`src/sv/lsi_pkg.sv`:
```
// Package: widths and types for the segment intersection pipeline.
`timescale 1ns / 1ps
package lsi_pkg;
  localparam int COORD_BITS = 16;
  localparam int FRAC_BITS  = 16;
  localparam int DIFW = COORD_BITS + 1;
  localparam int PW   = DIFW + COORD_BITS;
  localparam int DPW  = 2 * DIFW;
  localparam int CW   = 2 * COORD_BITS + 2;
  localparam int DENW = 2 * COORD_BITS + 3;
  localparam int MW   = DIFW + CW;
  localparam int NW   = 3 * COORD_BITS + 4;
  localparam int LW   = COORD_BITS + DENW + 1;
  localparam int QB   = COORD_BITS + FRAC_BITS;
  localparam int QXW  = (QB > 33) ? QB : 33;
  localparam int RW   = DENW + 1;

  typedef struct packed {
    logic signed [COORD_BITS-1:0] a_start_x;
    logic signed [COORD_BITS-1:0] a_start_y;
    logic signed [COORD_BITS-1:0] a_end_x;
    logic signed [COORD_BITS-1:0] a_end_y;
    logic signed [COORD_BITS-1:0] b_start_x;
    logic signed [COORD_BITS-1:0] b_start_y;
    logic signed [COORD_BITS-1:0] b_end_x;
    logic signed [COORD_BITS-1:0] b_end_y;
  } seg_t;

  typedef struct packed {
    logic              valid;
    logic              found;
    logic              neg_x;
    logic              neg_y;
    logic [DENW-1:0]   d;
    logic [RW-1:0]     rem_x;
    logic [RW-1:0]     rem_y;
    logic [QB-1:0]     rq_x;
    logic [QB-1:0]     rq_y;
  } cell_t;
endpackage

```
`src/sv/lsi_div_cell.sv`:
```
// Divider cell: one restoring quotient bit for x and y, registered.
`timescale 1ns / 1ps
module lsi_div_cell (
  input  logic           clk,
  input  logic           rst,
  input  logic           en,
  input  lsi_pkg::cell_t ci,
  output lsi_pkg::cell_t co
);
  logic [lsi_pkg::RW:0] tx, ty, dd;
  logic gx, gy;

  always_comb begin
    dd = (lsi_pkg::RW+1)'(ci.d);
    tx = {ci.rem_x, ci.rq_x[lsi_pkg::QB-1]};
    ty = {ci.rem_y, ci.rq_y[lsi_pkg::QB-1]};
    gx = tx >= dd;
    gy = ty >= dd;
  end

  always_ff @(posedge clk) begin
    if (rst) begin
      co.valid <= 1'b0;
    end else if (en) begin
      co.valid <= ci.valid;
    end
    if (en) begin
      co.found <= ci.found;
      co.neg_x <= ci.neg_x;
      co.neg_y <= ci.neg_y;
      co.d <= ci.d;
      co.rem_x <= lsi_pkg::RW'(gx ? tx - dd : tx);
      co.rem_y <= lsi_pkg::RW'(gy ? ty - dd : ty);
      co.rq_x <= {ci.rq_x[lsi_pkg::QB-2:0], gx};
      co.rq_y <= {ci.rq_y[lsi_pkg::QB-2:0], gy};
    end
  end
endmodule

```
`config.mk`:
```
export PLATFORM = sky130hd
export DESIGN_NAME = lsi_div_cell
export DESIGN_NICKNAME = d
export VERILOG_FILES = /design/src/sv/lsi_pkg.sv /design/src/sv/lsi_div_cell.sv
export SDC_FILE = /design/constraint.sdc
export NUM_CORES = 1
export LEC_CHECK = 0
export BUFFER_PORTS_ARGS = -buffer_cell sky130_fd_sc_hd__buf_2
export CAP_MARGIN = 20
export CORE_UTILIZATION = 40
export DETAILED_ROUTE_END_ITERATION = 8
export HOLD_SLACK_MARGIN = 0.06
export PLACE_DENSITY_LB_ADDON = 0.12
export SETUP_SLACK_MARGIN = 0.05
export SLEW_MARGIN = 20
export SYNTH_ARGS = -nofsm -noshare
export SYNTH_HDL_FRONTEND = slang
export SYNTH_SLANG_ARGS = --single-unit
```
`constraint.sdc`:
```
create_clock -name clk -period 6.6 [get_ports clk]
set_input_delay 0.66 -clock clk [delete_from_list [all_inputs] [get_ports clk]]
set_output_delay 0.66 -clock clk [all_outputs]
set_load 0.01 [all_outputs]
```
==> flow_metrics.env, run 1 <==
export IMPL_min_period_ns=4.08
export IMPL_holdWs_ns=0.383
export IMPL_antenna_left=0
export IMPL_routed_via_density=5.26
export IMPL_grt_pass1_vias=8352
export IMPL_worstPathRequired_ns=6.77
export IMPL_route_detailed_wl_per_inst_um=19.4
export IMPL_cp_start_kind="input pin"
export IMPL_r2r_slack_ns=6.01
export IMPL_critPathMaxFanout=44
export IMPL_clk_pin_slew_ns=0.07
export IMPL_io_buffers=352
export IMPL_syn_area_mm2=0.0103
export IMPL_regMostFlops="co"
export IMPL_synth_top_cell_area_share=0.507
export IMPL_cp_data_arrival_time_ns=4.25
export IMPL_cts_tree="done"
export IMPL_p_total_mw=3.22
export IMPL_clk_latency_ns=0.42
export IMPL_routed_wirelength_um=32000
export IMPL_ys_seq_elements=175
export IMPL_cts_hold_fix_buffers=0
export IMPL_setup_slack_ns=2.52
export IMPL_worstSetupPathType="in2reg"
export IMPL_post_route_period_util=0.619
export IMPL_num_rows=58
export IMPL_num_vias=8698
export IMPL_place_ws_ns=2.06
export IMPL_cts_root_buffer="clkbuf_16"
export IMPL_synth_commonest_cells="174 x edfxtp_1, 106 x a21oi_1, 79 x nor2_1"
export IMPL_clk_path_buf_depth=2
export IMPL_ys_seq_area_frac=0.509
export IMPL_cellLeakagePower_nw=5.74
export IMPL_core_mm2=0.0253
export IMPL_setup_viol=0
export IMPL_syn_nets=1224
export IMPL_remaining_drc_errors=0
export IMPL_dieArea_mm2=0.0264
export IMPL_outcome="finished clean"
export IMPL_drt_iter0_markers=590
export IMPL_async_reset_ff_frac=0
export IMPL_post_cts_buffers=0
export IMPL_track_usage=0.239
export IMPL_cts_buffers=17
export IMPL_worst_pin_slew_ns=1.04
export IMPL_yosys_area_top_type="edfxtp_1"
export IMPL_grt_start_max_net_pins=94
export IMPL_rsz0062_at_grt="no"
export IMPL_area_growth_pct=24.9
export IMPL_fin_nets=1558
export IMPL_synth_cell_types=69
export IMPL_ys_flop_type="edfxtp_1"
export IMPL_hold_violations=0
export IMPL_min_path_type="in2reg"
export IMPL_path_cells="buf_2 -> inv_1 -> ha_1 -> a21oi_1 -> o21bai_1 -> a211oi_1 -> a21oi_1 -> o21ai_1 -> o31a_1 -> inv_2 -> mux2_2"
export IMPL_maxSlewHeadroom=0.305
export IMPL_grt_pass1_wl_um=47300
export IMPL_cp_end_kind="flop"
export IMPL_power_per_cell_area_mw_per_mm2=250
export IMPL_cpPeakStageDelay_ns=0.76
export IMPL_finalSetupTns_ns=0
export IMPL_gp_congestion=0.905
export IMPL_final_max_slew_viol_count=0
export IMPL_die_h_um=163
export IMPL_drtPass1Iterations=5
export IMPL_antenna_found_initial=3
export IMPL_cts_num_sinks=175
export IMPL_dp_final_hpwl_um=25400
export IMPL_cts_max_level=4
export IMPL_overflow=0
export IMPL_cts_resized_gates=0
export IMPL_synth_most_common_cell="edfxtp_1"
export IMPL_finClkSkew_ns=0
export IMPL_vdd_ir_drop_max_mv=0.162
export IMPL_ys_warn_count=0
export IMPL_synth_cells=974
export IMPL_cpMaxStageDelayCell="o31a_1"
export IMPL_largest_reg_flops=175
export IMPL_start_util=0.408
export IMPL_synth_edff_count=174
export IMPL_ys_top_cells_by_area="edfxtp_1 51%, ha_1 8.5%, a21oi_1 5.1%"
export IMPL_cap_violations=0
export IMPL_die_w_um=163
export IMPL_reg_top3="co (175)"
export IMPL_drive_gt1_frac=0.301
export IMPL_ios=353
export IMPL_crit_top_cell="a21oi_1"
export IMPL_syn_area_per_cell_um2=10.6
export IMPL_max_freq_mhz=245
area by class of cell:
| class | instances | area (um^2) |
|---|---|---|
| fill | 2357 | 12400 |
| sequential | 175 | 5250 |
| multi-input combinational | 704 | 4660 |
| timing repair buffer | 353 | 1780 |
| clock buffer | 17 | 425 |
| tap | 330 | 413 |
| inverter | 57 | 216 |
| clock inverter | 15 | 146 |
| antenna | 2 | 5.00 |
layout by cell type (no fill, tap or decap), types with 5 or more instances in the layout:
cell and n:
a211oi_1 13, nor3_1 13, xnor2_1 31, nand2b_1 11, o21ai_0 63, buf_2 351, nand3_1 25, and3_1 10
and4_1 5, nor3b_1 6, xor2_1 28, a21oi_1 106, a21o_1 48, clkbuf_16 17, inv_1 55, edfxtp_1 174
a31oi_1 10, nand2_1 76, ha_1 70, o21a_1 7, nand4_1 16, nor2b_1 7, o21bai_1 8, nor2_1 79
cells by family after synthesis:
logic type	Yosys count	synth area share
buffers and inverters	95	0.0397
adders and majority gates	72	0.0888
xor gates and xnor gates	59	0.0501
AOI/OAI and AO/OA	299	0.182
muxes	7	0.00740
DFF	175	0.509
and+or+nand+nor	267	0.124
path summary, 6_finish.rpt:
kind	depth (start not counted)	startpoint	to
worst min-delay path	2	rst	co[174]
worst max register to register	2	co[174]	co[174]
worst max-delay path	11	ci[142]	co[131]
worst min register to register	2	co[174]	co[174]
worst max-delay path, delay by kind of cell:
family | cells | cell delay, ns
AOI/OAI and AO/OA | 6 | 2.12
buffers and inverters | 3 | 0.75
muxes | 1 | 0.41
adders and majority gates | 1 | 0.30
through the flow:
stage / instances / utilization / area (um^2)
floorplan: 974 / - / 10300
global placement: 1619 / 0.487 / 12300
detailed placement: 1619 / 0.487 / 12300
CTS: 1651 / 0.510 / 12900
global route: 1652 / 0.510 / 12900
finish: 1653 / 0.510 / 12900
power breakdown:
part / internal [mW] / leakage, nW / total (mW) / switching, mW
logic: 0.327 / 3.75 / 0.817 / 0.490
registers: 1.38 / 1.71 / 1.41 / 0.0331
clock network: 0.501 / 0.273 / 0.985 / 0.484
routing by layer:
layer / GRT usage / part of all wire
met1: 0.321 / 0.45
met2: 0.395 / 0.47
met5: 0 / 0.00041
met3: 0.0392 / 0.059
met4: 0.0684 / 0.016
No activity file was read; power rests on OpenSTA's default activity.
==> run 2: changes to the inputs <==
clock period = 4 ns   (was 6.6 ns; I/O delays follow)
==> run 2 against run 1 <==
Compared with the run above: combinational power rose by 68%; core utilization up 0.42 points; highest routed layer unchanged; setup slack lost 1.7 ns; first-iteration DRC count up 3.4%; via count rose by 0.16%; global-route usage grew 0.22 points; cell count is 0.42% higher.
==> flow_metrics.env, run 2 (synthesis gave the netlist of run 1 again) <==
export IMPL_cts_root_buffer="clkbuf_16"
export IMPL_routed_via_density=5.25
export IMPL_dieArea_mm2=0.0264
export IMPL_vdd_ir_drop_max_mv=0.275
export IMPL_drt_iter0_markers=610
export IMPL_cp_start_kind="input pin"
export IMPL_grt_start_max_net_pins=81
export IMPL_io_buffers=352
export IMPL_track_usage=0.241
export IMPL_crit_top_cell="a211oi_2"
export IMPL_route_detailed_wl_per_inst_um=19.5
export IMPL_die_h_um=163
export IMPL_min_period_ns=3.21
export IMPL_multiInputGateArea_mm2=0.00466
export IMPL_clk_pin_slew_ns=0.08
export IMPL_layout_common_cells="351 x buf_2, 174 x edfxtp_1, 106 x a21oi_1, 79 x nor2_1, 76 x nand2_1"
export IMPL_cap_violations=0
export IMPL_ios=353
export IMPL_gp_congestion=0.919
export IMPL_cpPeakStageDelay_ns=0.52
export IMPL_worst_pin_slew_ns=0.730
export IMPL_drtPass1Iterations=5
export IMPL_utilization=0.514
export IMPL_cts_resized_gates=0
export IMPL_antenna_found_initial=2
export IMPL_grt_pass1_wl_um=47700
export IMPL_power_per_cell_area_mw_per_mm2=414
export IMPL_fin_nets=1566
export IMPL_cellLeakagePower_nw=5.80
export IMPL_finClkSkew_ns=0
export IMPL_cts_tree="done"
export IMPL_path_cells="buf_2 -> inv_1 -> ha_1 -> nand4_2 -> a211oi_2 -> o31ai_1 -> a211oi_2 -> a21oi_2 -> o311a_4 -> inv_4 -> mux2_1"
export IMPL_remaining_drc_errors=0
export IMPL_cp_num_buf_inv=3
export IMPL_cp_data_arrival_time_ns=3.38
export IMPL_start_util=0.408
export IMPL_globalRouteMet3Util=0.0407
export IMPL_max_freq_mhz=312
export IMPL_cpMaxStageDelayCell="o311a_4"
export IMPL_mostFrequentLayoutCell="buf_2"
export IMPL_area_growth_pct=26.0
export IMPL_regMostFlops="co"
export IMPL_routed_wirelength_um=32400
export IMPL_drive_gt1_frac=0.305
export IMPL_num_rows=58
export IMPL_post_cts_buffers=0
export IMPL_clk_path_buf_depth=2
export IMPL_met2_usage=0.411
export IMPL_overflow=0
export IMPL_core_mm2=0.0253
export IMPL_antenna_left=0
export IMPL_worstSetupPathType="in2reg"
export IMPL_p_total_mw=5.37
export IMPL_maxSlewHeadroom=0.508
export IMPL_gr_max_usage_layer="met2"
export IMPL_rsz0062_at_grt="no"
export IMPL_num_vias=8712
export IMPL_die_w_um=163
export IMPL_nFillCells=2410
export IMPL_hold_violations=0
export IMPL_critPathMaxFanout=37
export IMPL_reg_top3="co (175)"
export IMPL_cts_hold_fix_buffers=0
export IMPL_cts_buffers=17
export IMPL_cts_max_level=4
export IMPL_finalSetupTns_ns=0
export IMPL_setup_viol=0
export IMPL_min_path_type="in2reg"
export IMPL_grt_pass1_vias=8324
export IMPL_dp_final_hpwl_um=25900
export IMPL_met1_usage=0.318
export IMPL_largest_reg_flops=175
export IMPL_worstPathRequired_ns=4.17
export IMPL_seqCellArea_mm2=0.00525
export IMPL_clk_latency_ns=0.42
export IMPL_outcome="finished clean"
export IMPL_final_max_slew_viol_count=0
export IMPL_post_route_period_util=0.802
export IMPL_cts_num_sinks=175
export IMPL_cp_top_family="compound AO/OA/AOI/OAI gates"
export IMPL_cp_end_kind="flop"
run 2: cell count changes in the layout (fill, tap and decap cells not counted):
| cell | change |
|---|---|
| inv_8 | -1 |
| inv_12 | +1 |
| buf_12 | +2 |
| clkinv_4 | -2 |
| inv_6 | +2 |
| clkinvlp_4 | -2 |
| diode_2 | -1 |
| clkinv_8 | +2 |
| buf_4 | +6 |
run 2: report_power, final:
part / switching, mW / internal, mW
logic: 0.820 / 0.551
registers: 0.0508 / 2.28
clock network: 0.830 / 0.845
run 2: metrics by stage:
step / std cells / area [um^2] / worst slack (ns) / hold slack [ns]
final: 1660 / 13000 / 0.794 / 0.125
after global routing: 1660 / 13000 / 0.594 / 0.102
after CTS: 1659 / 13000 / 0.830 / 0.102
after detailed placement: 1627 / 12400 / 0.392 / 0.484
after global placement: 1627 / 12400 / 0.431 / 0.474
after floorplan: 974 / 10300 / 1.07 / 0.472
run 2: area by class of cell:
| type | instances | area share |
|---|---|---|
| inverters | 57 | 0.0167 |
| diodes | 1 | 0.000193 |
| flip-flops and latches | 175 | 0.404 |
| clock buffers | 17 | 0.0328 |
| multi-input cells | 704 | 0.359 |
| clock inverters | 15 | 0.0130 |
| repair buffers | 361 | 0.143 |
| well taps | 330 | 0.0318 |
run 2: routing by layer:
layer / vias to the layer above / share of wire
met3: 18 / 0.061
met2: 304 / 0.48
met4: 2 / 0.010
met5: - / 0.00040
met1: 4075 / 0.45
li1: 4313 / -
run 2: worst paths after layout:
check | depth (start not counted) | startpoint | slack [ns] | to
max | 11 | ci[141] | 0.79 | co[87]
min | 2 | rst | 0.13 | co[174]
max reg2reg | 2 | co[174] | 3.42 | co[174]
min reg2reg | 2 | co[174] | 0.49 | co[174]
